==> src/design/fcc_pkg.sv <==
// shared types, constants and geometry for the floor clearance checker
`timescale 1ns / 1ps
`default_nettype none
package fcc_pkg;

    // frame geometry
    localparam int FRAME_WIDTH  = 512;
    localparam int FRAME_HEIGHT = 424;
    localparam int COL_W        = $clog2(FRAME_WIDTH);
    localparam int ROW_W        = $clog2(FRAME_HEIGHT + 1);

    // datapath widths
    localparam int PIX_W  = 8;
    localparam int SUM_W  = 10;
    localparam int AVG_W  = 8;
    localparam int CNT_W  = 4;
    localparam int SIDE_W = 2;

    // config port
    localparam int DATA_W  = 32;
    localparam int ADDR_W  = 4;
    localparam int REG_LSB = 2;

    // request queue between front and back
    localparam int QUEUE_DEPTH = 4;
    localparam int QPTR_W      = $clog2(QUEUE_DEPTH);
    localparam int QCNT_W      = $clog2(QUEUE_DEPTH + 1);

    // sample columns on the floor row
    localparam int CAL_COL_A    = 200;
    localparam int CAL_COL_B    = 256;
    localparam int CAL_COL_C    = 312;
    localparam int LEFT_COL_A   = 102;
    localparam int LEFT_COL_B   = 158;
    localparam int RIGHT_COL_A  = 354;
    localparam int RIGHT_COL_B  = 410;
    localparam int AHEAD_FIRST  = 186;
    localparam int AHEAD_STEP   = 14;
    localparam int AHEAD_POINTS = 10;
    localparam int SIDE_POINTS  = 2;
    localparam int EDGE_MARGIN  = 3;

    // floor(33*s/100) as (s*AVG_MULT) >> AVG_SHIFT, exact for s < 768
    localparam int AVG_MULT   = 173019;
    localparam int AVG_SHIFT  = 19;
    localparam int AVG_PROD_W = 28;

    // floor(333*s/1000) as (s*CAL_MULT) >> CAL_SHIFT, exact for s < 1024
    localparam int CAL_MULT   = 357556086;
    localparam int CAL_SHIFT  = 30;
    localparam int CAL_PROD_W = 40;

    // register reset values
    localparam logic [8:0] FLOOR_ROW_RST    = 9'd300;
    localparam logic [7:0] SIDE_TOL_RST     = 8'd5;
    localparam logic [7:0] AHEAD_TOL_RST    = 8'd4;
    localparam logic [3:0] AHEAD_NEEDED_RST = 4'd6;

    // register indexes
    typedef enum logic [1:0] {
        REG_FLOOR_ROW,
        REG_SIDE_TOL,
        REG_AHEAD_TOL,
        REG_AHEAD_NEEDED
    } fcc_reg_t;

    typedef struct packed {
        logic [8:0] floor_row;
        logic [7:0] side_tolerance;
        logic [7:0] ahead_tolerance;
        logic [3:0] ahead_needed;
    } fcc_cfg_t;

    typedef struct packed {
        logic [7:0] depth_byte;
        logic       frame_end;
    } fcc_pixel_t;

    typedef struct packed {
        logic calibration_frame;
        logic floor_ok;
        logic left_clear;
        logic right_clear;
    } fcc_result_t;

    // what a sample stands for
    typedef struct packed {
        logic cal_pt;
        logic left_pt;
        logic right_pt;
        logic ahead_pt;
        logic last;
    } fcc_tag_t;

    // request from front to back
    typedef struct packed {
        logic [SUM_W-1:0] sum;
        logic             zero_avg;
        fcc_tag_t         tag;
    } fcc_req_t;

endpackage
`default_nettype wire

==> src/design/fcc_front.sv <==
// front end: pixel position tracking, 3-tap sum and sample classification
`timescale 1ns / 1ps
`default_nettype none
module fcc_front (
    input  wire logic            clk,
    input  wire logic            rst_n,
    input  wire fcc_pkg::fcc_cfg_t   cfg,
    input  wire logic            push,
    input  wire fcc_pkg::fcc_pixel_t pixel,
    output logic                 full,
    input  wire logic            q_full,
    output logic                 req_wr,
    output fcc_pkg::fcc_req_t    req
);
    import fcc_pkg::*;

    logic [COL_W-1:0] col_reg, col_next;
    logic [ROW_W-1:0] row_reg, row_next;
    logic [PIX_W-1:0] hist0_reg, hist0_next;
    logic [PIX_W-1:0] hist1_reg, hist1_next;

    logic             accept;
    logic             on_floor;
    logic             edge_row;
    logic [COL_W-1:0] centre;
    logic [COL_W:0]   col_inc;
    logic             is_cal, is_left, is_right, is_ahead;

    // classify the sample centred one column back
    always_comb
    begin
        accept   = push && !q_full;
        full     = q_full;
        on_floor = (32'(row_reg) < FRAME_HEIGHT) &&
                   (32'(row_reg) == 32'(cfg.floor_row)) && (col_reg != '0);
        centre   = col_reg - COL_W'(1);
        edge_row = (32'(cfg.floor_row) < EDGE_MARGIN) ||
                   (32'(cfg.floor_row) + EDGE_MARGIN > FRAME_WIDTH);

        is_ahead = 1'b0;
        for (int i = 0; i < AHEAD_POINTS; i++)
        begin
            if (centre == COL_W'(AHEAD_FIRST + AHEAD_STEP * i))
                is_ahead = 1'b1;
        end
        is_cal   = (centre == COL_W'(CAL_COL_A)) || (centre == COL_W'(CAL_COL_B)) ||
                   (centre == COL_W'(CAL_COL_C));
        is_left  = (centre == COL_W'(LEFT_COL_A)) || (centre == COL_W'(LEFT_COL_B));
        is_right = (centre == COL_W'(RIGHT_COL_A)) || (centre == COL_W'(RIGHT_COL_B));

        req.sum          = SUM_W'(hist1_reg) + SUM_W'(hist0_reg) + SUM_W'(pixel.depth_byte);
        req.zero_avg     = edge_row;
        req.tag.cal_pt   = on_floor && is_cal;
        req.tag.left_pt  = on_floor && is_left;
        req.tag.right_pt = on_floor && is_right;
        req.tag.ahead_pt = on_floor && is_ahead;
        req.tag.last     = pixel.frame_end;

        // only samples that matter and frame ends go to the back end
        req_wr = accept && (pixel.frame_end || req.tag.cal_pt || req.tag.left_pt ||
                            req.tag.right_pt || req.tag.ahead_pt);
    end

    // next position and pixel history
    always_comb
    begin
        col_next   = col_reg;
        row_next   = row_reg;
        hist0_next = hist0_reg;
        hist1_next = hist1_reg;
        col_inc    = {1'b0, col_reg} + (COL_W + 1)'(1);
        if (accept)
        begin
            hist1_next = hist0_reg;
            hist0_next = pixel.depth_byte;
            if (pixel.frame_end)
            begin
                col_next = '0;
                row_next = '0;
            end
            else if (32'(col_inc) >= FRAME_WIDTH)
            begin
                col_next = '0;
                if (32'(row_reg) < FRAME_HEIGHT)
                    row_next = row_reg + ROW_W'(1);
            end
            else
            begin
                col_next = col_inc[COL_W-1:0];
            end
        end
    end

    // position and history registers
    always_ff @(posedge clk or negedge rst_n)
    begin
        if (!rst_n)
        begin
            col_reg   <= '0;
            row_reg   <= '0;
            hist0_reg <= '0;
            hist1_reg <= '0;
        end
        else
        begin
            col_reg   <= col_next;
            row_reg   <= row_next;
            hist0_reg <= hist0_next;
            hist1_reg <= hist1_next;
        end
    end

endmodule
`default_nettype wire

==> src/design/fcc_queue.sv <==
// short request queue between front and back
`timescale 1ns / 1ps
`default_nettype none
module fcc_queue (
    input  wire logic              clk,
    input  wire logic              rst_n,
    input  wire logic              wr,
    input  wire fcc_pkg::fcc_req_t wr_data,
    output logic                   full,
    input  wire logic              rd,
    output fcc_pkg::fcc_req_t      rd_data,
    output logic                   empty
);
    import fcc_pkg::*;

    fcc_req_t            entries_reg [QUEUE_DEPTH];
    logic [QPTR_W-1:0]   wr_ptr_reg, wr_ptr_next;
    logic [QPTR_W-1:0]   rd_ptr_reg, rd_ptr_next;
    logic [QCNT_W-1:0]   count_reg, count_next;
    logic                do_wr, do_rd;

    // pointer and fill bookkeeping
    always_comb
    begin
        full        = (32'(count_reg) == QUEUE_DEPTH);
        empty       = (count_reg == '0);
        do_wr       = wr && !full;
        do_rd       = rd && !empty;
        rd_data     = entries_reg[rd_ptr_reg];
        wr_ptr_next = wr_ptr_reg;
        rd_ptr_next = rd_ptr_reg;
        count_next  = count_reg;
        if (do_wr)
            wr_ptr_next = (32'(wr_ptr_reg) == QUEUE_DEPTH - 1) ? '0 : wr_ptr_reg + QPTR_W'(1);
        if (do_rd)
            rd_ptr_next = (32'(rd_ptr_reg) == QUEUE_DEPTH - 1) ? '0 : rd_ptr_reg + QPTR_W'(1);
        if (do_wr && !do_rd)
            count_next = count_reg + QCNT_W'(1);
        else if (do_rd && !do_wr)
            count_next = count_reg - QCNT_W'(1);
    end

    // control registers
    always_ff @(posedge clk or negedge rst_n)
    begin
        if (!rst_n)
        begin
            wr_ptr_reg <= '0;
            rd_ptr_reg <= '0;
            count_reg  <= '0;
        end
        else
        begin
            wr_ptr_reg <= wr_ptr_next;
            rd_ptr_reg <= rd_ptr_next;
            count_reg  <= count_next;
        end
    end

    // storage
    always_ff @(posedge clk)
    begin
        if (do_wr)
            entries_reg[wr_ptr_reg] <= wr_data;
    end

endmodule
`default_nettype wire

==> src/design/fcc_back.sv <==
// back end: average, floor match counting, calibration and result register
`timescale 1ns / 1ps
`default_nettype none
module fcc_back (
    input  wire logic                clk,
    input  wire logic                rst_n,
    input  wire fcc_pkg::fcc_cfg_t   cfg,
    input  wire logic                q_empty,
    input  wire fcc_pkg::fcc_req_t   q_data,
    output logic                     q_pop,
    input  wire logic                pop,
    output logic                     empty,
    output fcc_pkg::fcc_result_t     result
);
    import fcc_pkg::*;

    // pipeline registers
    logic              s1_valid_reg, s1_valid_next;
    fcc_req_t          s1_req_reg, s1_req_next;
    logic              s2_valid_reg, s2_valid_next;
    logic [AVG_W-1:0]  s2_avg_reg, s2_avg_next;
    fcc_tag_t          s2_tag_reg, s2_tag_next;
    logic              fin_valid_reg, fin_valid_next;
    logic [SUM_W-1:0]  fin_sum_reg, fin_sum_next;
    logic              fin_left_reg, fin_left_next;
    logic              fin_right_reg, fin_right_next;
    logic              fin_ahead_reg, fin_ahead_next;

    // frame accumulators and calibration state
    logic [SUM_W-1:0]  cal_sum_reg, cal_sum_next;
    logic [SIDE_W-1:0] left_cnt_reg, left_cnt_next;
    logic [SIDE_W-1:0] right_cnt_reg, right_cnt_next;
    logic [CNT_W-1:0]  ahead_cnt_reg, ahead_cnt_next;
    logic [AVG_W-1:0]  dist_reg, dist_next;
    logic [1:0]        held_reg, held_next;

    // result register
    logic              out_valid_reg, out_valid_next;
    fcc_result_t       out_reg, out_next;

    logic                  s2_take, s2_free, s1_move, s1_free, fin_drain;
    logic [AVG_PROD_W-1:0] avg_prod;
    logic [AVG_W-1:0]      avg_s1;
    logic [AVG_W-1:0]      dev;
    logic                  side_hit, ahead_hit;
    logic [SUM_W-1:0]      cal_sum_upd;
    logic [SIDE_W-1:0]     left_upd, right_upd;
    logic [CNT_W-1:0]      ahead_upd;
    logic [CAL_PROD_W-1:0] cal_prod;
    logic [AVG_W-1:0]      new_dist;

    // stage handshakes; a pending frame result holds the compare stage
    always_comb
    begin
        s2_take   = s2_valid_reg && !fin_valid_reg;
        s2_free   = !s2_valid_reg || s2_take;
        s1_move   = s1_valid_reg && s2_free;
        s1_free   = !s1_valid_reg || s1_move;
        q_pop     = !q_empty && s1_free;
        fin_drain = fin_valid_reg && (!out_valid_reg || pop);
        empty     = !out_valid_reg;
        result    = out_reg;
    end

    // 3-pixel average by reciprocal multiply
    always_comb
    begin
        avg_prod = AVG_PROD_W'(s1_req_reg.sum) * AVG_PROD_W'(AVG_MULT);
        avg_s1   = s1_req_reg.zero_avg ? '0 : avg_prod[AVG_SHIFT +: AVG_W];
    end

    // deviation from floor distance and updated counts
    always_comb
    begin
        dev         = (s2_avg_reg > dist_reg) ? s2_avg_reg - dist_reg : dist_reg - s2_avg_reg;
        side_hit    = dev < cfg.side_tolerance;
        ahead_hit   = dev < cfg.ahead_tolerance;
        cal_sum_upd = cal_sum_reg + (s2_tag_reg.cal_pt ? SUM_W'(s2_avg_reg) : '0);
        left_upd    = left_cnt_reg + SIDE_W'(s2_tag_reg.left_pt && side_hit);
        right_upd   = right_cnt_reg + SIDE_W'(s2_tag_reg.right_pt && side_hit);
        ahead_upd   = ahead_cnt_reg + CNT_W'(s2_tag_reg.ahead_pt && ahead_hit);
    end

    // calibration distance by reciprocal multiply
    always_comb
    begin
        cal_prod = CAL_PROD_W'(fin_sum_reg) * CAL_PROD_W'(CAL_MULT);
        new_dist = cal_prod[CAL_SHIFT +: AVG_W];
    end

    // next state
    always_comb
    begin
        s1_valid_next  = s1_valid_reg;
        s1_req_next    = s1_req_reg;
        s2_valid_next  = s2_valid_reg;
        s2_avg_next    = s2_avg_reg;
        s2_tag_next    = s2_tag_reg;
        fin_valid_next = fin_valid_reg;
        fin_sum_next   = fin_sum_reg;
        fin_left_next  = fin_left_reg;
        fin_right_next = fin_right_reg;
        fin_ahead_next = fin_ahead_reg;
        cal_sum_next   = cal_sum_reg;
        left_cnt_next  = left_cnt_reg;
        right_cnt_next = right_cnt_reg;
        ahead_cnt_next = ahead_cnt_reg;
        dist_next      = dist_reg;
        held_next      = held_reg;
        out_valid_next = out_valid_reg;
        out_next       = out_reg;

        // queue to average stage
        if (s1_free)
        begin
            s1_valid_next = q_pop;
            if (q_pop)
                s1_req_next = q_data;
        end

        // average stage to compare stage
        if (s2_free)
        begin
            s2_valid_next = s1_valid_reg;
            if (s1_move)
            begin
                s2_avg_next = avg_s1;
                s2_tag_next = s1_req_reg.tag;
            end
        end

        // compare and count; frame end snapshots the counts
        if (s2_take)
        begin
            if (s2_tag_reg.last)
            begin
                fin_valid_next = 1'b1;
                fin_sum_next   = cal_sum_upd;
                fin_left_next  = (32'(left_upd) == SIDE_POINTS);
                fin_right_next = (32'(right_upd) == SIDE_POINTS);
                fin_ahead_next = ahead_upd > cfg.ahead_needed;
                cal_sum_next   = '0;
                left_cnt_next  = '0;
                right_cnt_next = '0;
                ahead_cnt_next = '0;
            end
            else
            begin
                cal_sum_next   = cal_sum_upd;
                left_cnt_next  = left_upd;
                right_cnt_next = right_upd;
                ahead_cnt_next = ahead_upd;
            end
        end

        // result register
        if (pop && out_valid_reg)
            out_valid_next = 1'b0;
        if (fin_drain)
        begin
            fin_valid_next = 1'b0;
            out_valid_next = 1'b1;
            if (dist_reg == '0)
            begin
                dist_next                  = new_dist;
                out_next.calibration_frame = 1'b1;
                out_next.floor_ok          = (new_dist != '0);
                out_next.left_clear        = held_reg[0];
                out_next.right_clear       = held_reg[1];
            end
            else
            begin
                held_next                  = {fin_right_reg, fin_left_reg};
                out_next.calibration_frame = 1'b0;
                out_next.floor_ok          = fin_ahead_reg;
                out_next.left_clear        = fin_left_reg;
                out_next.right_clear       = fin_right_reg;
            end
        end
    end

    // control and frame state
    always_ff @(posedge clk or negedge rst_n)
    begin
        if (!rst_n)
        begin
            s1_valid_reg  <= 1'b0;
            s2_valid_reg  <= 1'b0;
            fin_valid_reg <= 1'b0;
            cal_sum_reg   <= '0;
            left_cnt_reg  <= '0;
            right_cnt_reg <= '0;
            ahead_cnt_reg <= '0;
            dist_reg      <= '0;
            held_reg      <= '0;
            out_valid_reg <= 1'b0;
        end
        else
        begin
            s1_valid_reg  <= s1_valid_next;
            s2_valid_reg  <= s2_valid_next;
            fin_valid_reg <= fin_valid_next;
            cal_sum_reg   <= cal_sum_next;
            left_cnt_reg  <= left_cnt_next;
            right_cnt_reg <= right_cnt_next;
            ahead_cnt_reg <= ahead_cnt_next;
            dist_reg      <= dist_next;
            held_reg      <= held_next;
            out_valid_reg <= out_valid_next;
        end
    end

    // payload registers
    always_ff @(posedge clk)
    begin
        s1_req_reg    <= s1_req_next;
        s2_avg_reg    <= s2_avg_next;
        s2_tag_reg    <= s2_tag_next;
        fin_sum_reg   <= fin_sum_next;
        fin_left_reg  <= fin_left_next;
        fin_right_reg <= fin_right_next;
        fin_ahead_reg <= fin_ahead_next;
        out_reg       <= out_next;
    end

    // a new result only comes from a finished frame
    a_result_from_finish: assert property (@(posedge clk) disable iff (!rst_n)
        $rose(out_valid_reg) |-> $past(fin_valid_reg))
        else $error("result appeared without a finished frame");

    // at most ten center points per frame
    a_ahead_bound: assert property (@(posedge clk) disable iff (!rst_n)
        32'(ahead_cnt_reg) <= AHEAD_POINTS)
        else $error("ahead match count out of range");

    // at most two points per side
    a_side_bound: assert property (@(posedge clk) disable iff (!rst_n)
        (32'(left_cnt_reg) <= SIDE_POINTS) && (32'(right_cnt_reg) <= SIDE_POINTS))
        else $error("side match count out of range");

    // no sample of the next frame is counted while a frame result is pending
    a_hold_on_finish: assert property (@(posedge clk) disable iff (!rst_n)
        fin_valid_reg |=> (cal_sum_reg == $past(cal_sum_reg)) &&
                          (ahead_cnt_reg == $past(ahead_cnt_reg)))
        else $error("counts moved while frame result pending");

endmodule
`default_nettype wire

==> src/design/floor_clearance_checker_top.sv <==
// top level: config registers, front end, request queue and back end
`timescale 1ns / 1ps
`default_nettype none
// Depth pixels enter in raster order through push/full, one per clock while
// full is low; the block keeps column and row itself and frame_end closes a
// frame. The front end takes a pixel every cycle while full is low and posts
// floor-row samples and frame ends into a four-entry request queue; the back
// end works one request per cycle through a two-stage average and compare
// pipeline while no frame result is pending, and holds its compare stage at
// each frame end until the frame result is moved on. The result is held in a
// one-entry result register until popped; the front end keeps taking pixels
// meanwhile, and full rises only once the queue has filled.
// The first frame after reset (and any frame after a zero calibration) sets
// the floor distance; config registers are at byte offsets 0, 4, 8 and 12.
module floor_clearance_checker_top (
    input  wire logic                 clk,
    input  wire logic                 rst_n,
    input  wire logic                 push,
    input  wire fcc_pkg::fcc_pixel_t  pixel,
    output logic                      full,
    output logic                      empty,
    input  wire logic                 pop,
    output fcc_pkg::fcc_result_t      result,
    input  wire logic                 psel,
    input  wire logic                 penable,
    input  wire logic                 pwrite,
    input  wire logic [fcc_pkg::ADDR_W-1:0] paddr,
    input  wire logic [fcc_pkg::DATA_W-1:0] pwdata,
    output logic [fcc_pkg::DATA_W-1:0]      prdata,
    output logic                      pready
);
    import fcc_pkg::*;

    fcc_cfg_t cfg_reg, cfg_next;
    fcc_reg_t reg_sel;
    logic     cfg_wr;
    logic     q_full, q_empty, q_wr, q_pop;
    fcc_req_t q_wr_data, q_rd_data;

    // register decode and read mux
    always_comb
    begin
        pready   = 1'b1;
        reg_sel  = fcc_reg_t'(paddr[REG_LSB +: 2]);
        cfg_wr   = psel && penable && pwrite && pready;
        cfg_next = cfg_reg;
        prdata   = '0;
        unique case (reg_sel)
            REG_FLOOR_ROW:
            begin
                prdata = DATA_W'(cfg_reg.floor_row);
                if (cfg_wr)
                    cfg_next.floor_row = pwdata[8:0];
            end
            REG_SIDE_TOL:
            begin
                prdata = DATA_W'(cfg_reg.side_tolerance);
                if (cfg_wr)
                    cfg_next.side_tolerance = pwdata[7:0];
            end
            REG_AHEAD_TOL:
            begin
                prdata = DATA_W'(cfg_reg.ahead_tolerance);
                if (cfg_wr)
                    cfg_next.ahead_tolerance = pwdata[7:0];
            end
            REG_AHEAD_NEEDED:
            begin
                prdata = DATA_W'(cfg_reg.ahead_needed);
                if (cfg_wr)
                    cfg_next.ahead_needed = pwdata[3:0];
            end
        endcase
    end

    // config registers
    always_ff @(posedge clk or negedge rst_n)
    begin
        if (!rst_n)
        begin
            cfg_reg.floor_row       <= FLOOR_ROW_RST;
            cfg_reg.side_tolerance  <= SIDE_TOL_RST;
            cfg_reg.ahead_tolerance <= AHEAD_TOL_RST;
            cfg_reg.ahead_needed    <= AHEAD_NEEDED_RST;
        end
        else
        begin
            cfg_reg <= cfg_next;
        end
    end

    // pixel intake and sample classification
    fcc_front u_front (
        .clk    (clk),
        .rst_n  (rst_n),
        .cfg    (cfg_reg),
        .push   (push),
        .pixel  (pixel),
        .full   (full),
        .q_full (q_full),
        .req_wr (q_wr),
        .req    (q_wr_data)
    );

    // request queue
    fcc_queue u_queue (
        .clk     (clk),
        .rst_n   (rst_n),
        .wr      (q_wr),
        .wr_data (q_wr_data),
        .full    (q_full),
        .rd      (q_pop),
        .rd_data (q_rd_data),
        .empty   (q_empty)
    );

    // matching, calibration and results
    fcc_back u_back (
        .clk     (clk),
        .rst_n   (rst_n),
        .cfg     (cfg_reg),
        .q_empty (q_empty),
        .q_data  (q_rd_data),
        .q_pop   (q_pop),
        .pop     (pop),
        .empty   (empty),
        .result  (result)
    );

endmodule
`default_nettype wire
==> config.mk <==
export PLATFORM = sky130hd
export DESIGN_NAME = floor_clearance_checker_top
export DESIGN_NICKNAME = d
export VERILOG_FILES = /design/src/design/fcc_pkg.sv /design/src/design/fcc_front.sv /design/src/design/fcc_queue.sv /design/src/design/fcc_back.sv /design/src/design/floor_clearance_checker_top.sv
export SDC_FILE = /design/constraint.sdc
export NUM_CORES = 1
export LEC_CHECK = 0
export ABC_CLOCK_PERIOD_IN_PS = 7430
export BUFFER_PORTS_ARGS = -buffer_cell sky130_fd_sc_hd__buf_4
export CORE_UTILIZATION = 35
export CTS_CLUSTER_SIZE = 30
export DETAILED_ROUTE_END_ITERATION = 6
export PLACE_DENSITY = 0.49
export SLEW_MARGIN = 20
export SYNTH_ARGS = -nofsm -noshare
export SYNTH_HDL_FRONTEND = slang
export SYNTH_SLANG_ARGS = --single-unit
==> constraint.sdc <==
create_clock -name clk -period 7.43 [get_ports clk]
set_input_delay 0 -clock clk [delete_from_list [all_inputs] [get_ports clk]]
set_output_delay 0 -clock clk [all_outputs]
set_load 0.02 [all_outputs]
# == After elaboration in Yosys (flattened, before gate mapping) ==
# Memories as Yosys holds them, arrays and structs flattened. A register that Yosys moved wholly into a read port is not among the register bits.
# Cells that the tools add are included.
# totals
ff_bits,132
latchBits,0
input_bits,52
mem_bits_rw,64
rom_bits,0
n_memories,1
output_inout_bits,39
elab_cells,184
# memory_table
name,words,width,read_ports,rd_clocked_by_memory_dff,wr,line,rtl
u_queue.entries_reg,4,16,1,1,1,fcc_queue.sv:16,fcc_req_t entries_reg [QUEUE_DEPTH];
# classes
bitwise_logic,1
addsub,16
multipliers,2
reduce_logical,64
div_mod_pow,0
shifts,0
n_eq_ne,23
magnitude_cmp,8
muxes,34
# ops
cell,count
case mux 32 bit (4 select lines),1
"equality test 9 bit, second input constant",7
"equality test 9 x 8 -> 1 bit, second input constant",6
two-way mux 9 bit,5
"multiplier 10 x 28 -> 37 bit, second input constant",1
"greater-than comparator 32 x 10 -> 1 bit, second input constant",1
"multiplier 10 x 18 -> 27 bit, second input constant",1
logical AND 1 bit,22
AND reduction 2 bit,10
two-way mux 1 bit,17
less-than comparator 8 bit,2
two-way mux 8 bit,2
subtractor 8 bit,2
"equality test 2 bit, second input constant",6
logical OR 1 bit,12
nonzero test 2 bit,6
adder 10 bit,1
adder 10 x 8 -> 10 bit,1
"adder 9 x 1 -> 10 bit, second input constant",1
"adder 9 x 2 -> 10 bit, second input constant",1
"greater-or-equal comparator 10 bit, second input constant",1
two-way mux 10 bit,1
adder 8 x 8 -> 9 bit,1
"adder 9 x 1 -> 9 bit, second input constant",1
25 further kinds,39

# == Depth between registers and ports, before layout ==
# Gate-level depths: netlist of run 1.
# depth
depth_word,20
mapped_depth,28
ltp_nobuf,27

# == Cells and area by module ==
# A second synthesis of run 1 with hierarchy kept.
# unflattened
cells_unflattened,1669
area_unflattened_um2,18485.2
# by_module_without_submodules
mod,cells_per_inst,seq_area_each_um2,n_inst,area_each_um2
fcc_back,1083,2182.1,1,11272.1
fcc_front,352,850.8,1,2881.5
fcc_queue,121,2097.0,1,2771.4
floor_clearance_checker_top,113,737.0,1,1560.2

# == Least setup slack after synthesis of run 1 ==
# OpenSTA, ideal clock, no wires.
# synth_timing
path_kind,register -> register
start,reg u_back.fin_sum_reg[1]
end,reg u_back.out_reg (netlist bit u_back.result[2]) (data pin)
path_slack_ps,1782
t_arrival_ps,5375
stages_incl_launch_ff,20
setup_time_ps,273
period_less_slack_ps,5648
cell_sequence,edfxtp_1 fa_1 inv_1 fa_1 fa_1 inv_1 fa_1 inv_1 fa_1 inv_1 ha_1 a211oi_1 nand2_1 nor4_1 o21ai_0 a211oi_1 xnor2_1 or3_1 a211oi_1 a41oi_1
# synth_via
elab_chain_len,3
# synth_rtl
element,line,rtl
from (decl),fcc_back.sv:24,"logic [SUM_W-1:0] fin_sum_reg, fin_sum_next;"
from (signal assigned),fcc_back.sv:219,fin_sum_reg <= fin_sum_next;
multiplier 10 x 28 -> 37 bit,fcc_back.sv:87,cal_prod = CAL_PROD_W'(fin_sum_reg) * CAL_PROD_W'(CAL_MULT);
nonzero test 8 bit,fcc_back.sv:167,out_next.floor_ok = (new_dist != '0);
two-way mux 4 bit,fcc_back.sv:163,if (dist_reg == '0)
to (signal assigned),fcc_back.sv:223,out_reg <= out_next;
to (decl),fcc_back.sv:39,"fcc_result_t out_reg, out_next;"
# No other way between the ends.
# A chain may end at the register's enable or synchronous reset.

# == Final worst setup path of run 1 ==
# layout_timing
start,reg u_back.fin_sum_reg[5]
end,reg u_back.out_reg (netlist bit u_back.result[2]) (data pin)
# The elaborated chain is that of the path after synthesis.

==> impl_metrics.env, run 1 <==
export IMPL_status="completed"
export IMPL_wirelength_um=37700
export IMPL_cp_start_kind="flop"
export IMPL_required_ns=7.69
export IMPL_cts_sinks=212
export IMPL_syn_inst=1664
export IMPL_grt_overflow=0
export IMPL_layout_drive_gt1_share_pct=9.65
export IMPL_nets=2175
export IMPL_die_y_um=230
export IMPL_hold_buffers=20
export IMPL_start_util_pct=35.5
export IMPL_max_freq_mhz=148
export IMPL_cp_common_cell="fa_1"
export IMPL_relSlewSlack_pct=29.0
export IMPL_synth_xor_area_share_pct=4.11
export IMPL_rows=83
export IMPL_synth_compound_area_share_pct=8.73
export IMPL_synth_edf_count=110
export IMPL_cts_buffers=23
export IMPL_fin_crit_sh_pct=90.7
export IMPL_die_x_um=230
export IMPL_hold_path_class="in2async"
export IMPL_ys_ff_latch=212
export IMPL_grt_max_degree=60
export IMPL_path_cells="inv_1 -> fa_1 -> inv_1 -> fa_1 -> fa_1 -> inv_1 -> fa_1 -> fa_1 -> inv_1 -> ha_1 -> a211oi_1 -> nand2_1 -> nor4_1 -> o21ai_0 -> a211oi_1 -> xnor2_1 -> or3_1 -> a211oi_1 -> a41oi_1"
export IMPL_grt_antenna_before_repair=0
export IMPL_drc=0
export IMPL_synth_top_family_by_area="adder cells"
export IMPL_yosysWarnings=0
export IMPL_tns_ns=0
export IMPL_cts_repair_resized=0
export IMPL_synth_simple_gate_area_share_pct=8.88
export IMPL_reg2regPathDepth=19
export IMPL_cp_end_kind="flop"
export IMPL_maxCapViolCount=0
export IMPL_r2r_setup_slack_ns=0.69
export IMPL_drtIter0Drc=520
export IMPL_cts_tree="done"
export IMPL_vias=11500
export IMPL_io_pins=91
export IMPL_skew_ns=0.0262
export IMPL_final_common_cell="inv_1"
export IMPL_grt_pass1_vias=12100
export IMPL_cp_num_buf_inv=4
export IMPL_slowest_delay_ns=0.74
export IMPL_seq_area_frac_synth_pct=32.2
export IMPL_hold_viol=0
export IMPL_arrival_ns=7.00
export IMPL_port_buffers=41
export IMPL_routedWlPerCell_um=15.6
export IMPL_first_pass_iters=4
export IMPL_layout_common_cells="inv_1, ha_1, fa_1"
export IMPL_synthMuxAreaShare_pct=4.61
export IMPL_worst_slew_pin_slew_ns=1.06
export IMPL_timing_rr_start="u_back.fin_sum_reg[5]"
export IMPL_path_max_fanout=5
export IMPL_drtAntennaViolNets=0
export IMPL_clock_tree_buffer_depth=3
export IMPL_avgSynthCellArea_um2=11.0
export IMPL_period_minus_slack_ns=6.74
export IMPL_core_um2=51400
export IMPL_grt_use_total_pct=14.7
export IMPL_finalSetupViolations=0
export IMPL_areaGrowthSynthToFinish_pct=11.1
export IMPL_synthFlopType="edfxtp_1"
export IMPL_synth_cell_types=78
export IMPL_synthAdderAreaFrac_pct=33.9
export IMPL_report_final_slew_viol_count=0
export IMPL_crit_type="reg2reg"
export IMPL_gp_congestion=0.865
export IMPL_dp_hpwl_um=30600
export IMPL_routed_via_density=4.74
export IMPL_path_clk_slew_ns=0.06
export IMPL_clkLatencyLatePin_ns=0.53
export IMPL_crit_family="adder cells"
export IMPL_post_cts_repair_setup_buffers=0
export IMPL_antenna_cells=0
export IMPL_rsz0062_at_grt="no"
export IMPL_syn_area_um2=18200
export IMPL_htree_levels=1
export IMPL_grt_pass1_wl_um=62900
export IMPL_clock_root_buffer="clkbuf_16"
export IMPL_synth_async_reset_ratio_pct=48.1
export IMPL_largest_register_ff_count=64
export IMPL_fp_dieArea_um2=53000
export IMPL_r2r_end="u_back.result[2]"
export IMPL_cp_slowest_cell="nor4_1"
-- worst max path at each step --
stage	startpoint	to	slack, ns	cells after the start
4_1_cts	u_back.fin_sum_reg[5]	u_back.result[2]	0.79	19
3_5_place_dp	u_back.fin_sum_reg[5]	u_back.result[2]	0.82	19
2_1_floorplan	u_back.fin_sum_reg[1]	u_back.result[2]	1.78	19
3_3_place_gp	u_back.fin_sum_reg[1]	u_back.result[2]	0.90	19
5_1_grt	u_back.fin_sum_reg[1]	u_back.result[2]	0.46	19
6_report	u_back.fin_sum_reg[5]	u_back.result[2]	0.69	19
-- metrics by stage --
| step | hold slack (ns) | cells | utilization (%) | setup slack, ns | cell area, um^2 |
|---|---|---|---|---|---|
| floorplan | -0.296 | 1686 | - | 1.78 | 18300 |
| global placement | 0.132 | 2359 | 37.4 | 0.902 | 19200 |
| detailed placement | 0.127 | 2359 | 37.4 | 0.821 | 19200 |
| CTS | 0.0950 | 2421 | 39.4 | 0.793 | 20200 |
| global route | 0.117 | 2421 | 39.4 | 0.457 | 20200 |
| finish | 0.100 | 2421 | 39.4 | 0.688 | 20200 |
-- cell families after synthesis --
family,count (synthesis)
fa+ha+maj,399
buf+inv,337
simple gates,330
compound gates,246
flops,212
xor+xnor,83
mux,55
other cells,2
-- final cells by class --
class	instances	area (um^2)
Clock buffer	29	669
Inverter	283	1060
Clock inverter	13	159
Timing Repair Buffer	67	553
Sequential cell	212	5870
Tap cell	680	851
Multi-Input combinational cell	1137	11100
Fill cell	4985	31200
-- cell usage after synthesis (11+ instances only) --
library cell	number	area (um^2)
xnor2_1	51	447
nand3_1	18	90.1
a21oi_1	44	220
fa_1	158	3160
ha_1	241	3020
nor3_1	14	70.1
dfrtp_1	93	2330
clkbuf_1	21	78.8
mux4_2	20	450
nor2_1	52	195
xor2_1	30	263
o21ai_0	71	355
a31oi_1	11	68.8
nand4_1	26	163
o21a_1	16	120
mux2_2	24	270
o21bai_1	12	90.1
a21o_1	25	188
buf_4	26	195
nand2_1	138	518
and2_1	16	100
edfxtp_1	110	3300
inv_1	283	1060
-- metal layers --
metal	GRT usage [%]	vias up	routed length (um)
met5	0	-	0
met4	3.66	0	711
met3	1.34	36	808
met2	25.7	115	18800
met1	19.5	5615	17400
li1	-	5715	-
Power of run 1 is not shown: default switching activity piles up to over one toggle a cycle in this logic, so the estimate is an artifact.
==> inputs of run 2 (changes only) <==
ABC_CLOCK_PERIOD_IN_PS = 6500   (was 7430)
CTS_CLUSTER_SIZE = not set   (was 30)
clock period = 6.5 ns   (was 7.43 ns; I/O delays follow)
==> impl_metrics.env, run 2 (same netlist as run 1, synthesis figures left out) <==
export IMPL_r2r_end="u_back.result[2]"
export IMPL_rsz0062_at_grt="no"
export IMPL_layout_drive_gt1_share_pct=10.1
export IMPL_period_minus_slack_ns=6.09
export IMPL_antenna_cells=0
export IMPL_drtIter0Drc=511
export IMPL_grt_pass1_vias=12200
export IMPL_rows=83
export IMPL_io_pins=91
export IMPL_finalSetupViolations=0
export IMPL_nets=2184
export IMPL_violations="design-rule violations"
export IMPL_report_final_slew_viol_count=0
export IMPL_vias=11600
export IMPL_required_ns=6.76
export IMPL_status="finished, violations left"
export IMPL_path_max_fanout=6
export IMPL_whs_ns=0.112
export IMPL_post_cts_repair_setup_buffers=0
export IMPL_clock_tree_buffer_depth=3
export IMPL_cts_sinks=212
export IMPL_start_util_pct=35.5
export IMPL_layout_common_cells="inv_1, ha_1, fa_1"
export IMPL_core_um2=51400
export IMPL_fp_dieArea_um2=53000
export IMPL_path_clk_slew_ns=0.06
export IMPL_gp_congestion=0.889
export IMPL_max_freq_mhz=164
export IMPL_cts_buffers=24
export IMPL_arrival_ns=6.36
export IMPL_fillers=5045
export IMPL_r2r_setup_slack_ns=0.41
export IMPL_grt_use_total_pct=14.9
export IMPL_worst_slew_pin_slew_ns=1.06
export IMPL_relSlewSlack_pct=29.1
export IMPL_cp_end_kind="flop"
export IMPL_maxCapViolCount=0
export IMPL_routed_via_density=4.78
export IMPL_grt_max_degree=60
export IMPL_hold_path_class="in2async"
export IMPL_routedWlPerCell_um=15.8
export IMPL_reg2regPathDepth=19
export IMPL_cp_start_kind="flop"
export IMPL_placed_cell_area_um2=19300
export IMPL_timing_rr_start="u_back.fin_sum_reg[7]"
export IMPL_areaGrowthSynthToFinish_pct=11.7
export IMPL_die_y_um=230
export IMPL_die_x_um=230
export IMPL_dp_hpwl_um=31100
export IMPL_htree_levels=1
export IMPL_largest_register_ff_count=64
export IMPL_first_pass_iters=7
export IMPL_wirelength_um=38500
export IMPL_critPathLaunch="u_back.fin_sum_reg[7]"
export IMPL_clock_root_buffer="clkbuf_16"
export IMPL_port_buffers=41
export IMPL_grt_antenna_before_repair=0
export IMPL_drtAntennaViolNets=0
export IMPL_grt_pass1_wl_um=63600
export IMPL_skew_ns=0.0218
export IMPL_grt_overflow=0
export IMPL_tns_ns=0
export IMPL_final_area_um2=20400
export IMPL_crit_type="reg2reg"
export IMPL_cts_tree="done"
export IMPL_fin_crit_sh_pct=93.8
export IMPL_hold_viol=0
export IMPL_drc=1
export IMPL_final_common_cell="inv_1"
export IMPL_clkLatencyLatePin_ns=0.53
run 2: metal layers:
layer / GRT usage [%] / wire length (um) / up-vias
li1: - / - / 5744
met5: 0 / 0 / -
met4: 3.21 / 571 / 0
met3: 1.17 / 750 / 34
met2: 26.4 / 19500 / 106
met1: 19.8 / 17600 / 5744
run 2: through the flow:
step	instances	worst slack [ns]	utilization (%)
floorplan	1686	0.852	-
global placement	2367	0.305	37.5
detailed placement	2367	0.273	37.5
CTS	2431	0.228	39.6
global route	2431	0.0413	39.6
finish	2431	0.406	39.6
run 2: critical path, cell delays in order, from the launching register on:
cell	delay, ns
edfxtp_1	0.51
fa_1	0.53
buf_4	0.19
fa_1	0.48
inv_1	0.06
fa_1	0.52
inv_1	0.05
fa_1	0.57
inv_1	0.06
fa_1	0.49
inv_1	0.04
ha_1	0.38
a21o_1	0.22
a2111oi_0	0.41
o21ai_0	0.17
a21o_1	0.25
a221oi_1	0.39
xnor2_1	0.14
a211oi_1	0.21
a41oi_1	0.14
run 2: worst max path at each step:
stage | slack [ns] | endpoint
after global placement | 0.30 | u_back.result[2]
after detailed placement | 0.27 | u_back.result[2]
final | 0.41 | u_back.result[2]
after global routing | 0.04 | u_back.result[2]
after floorplan | 0.85 | u_back.result[2]
after CTS | 0.23 | u_back.result[2]
run 2: cell type report:
| class | instances | area [um^2] | area share, % |
|---|---|---|---|
| multi-input combinational | 1137 | 11100 | 54.5 |
| sequential | 212 | 5870 | 28.8 |
| tap | 680 | 851 | 4.18 |
| clock buffer | 30 | 654 | 3.22 |
| timing repair buffer | 75 | 613 | 3.01 |
| clock inverter | 14 | 215 | 1.06 |
| inverter | 283 | 1060 | 5.22 |
run 2: repair_timing:
action / 4_1_cts / 5_1_grt
hold buffers: 20 / 0
setup endpoints to repair: 0 / 1
hold endpoints to repair: 112 / 0
resized for setup: 0 / 2
Power of run 2 is left out for the same reason.
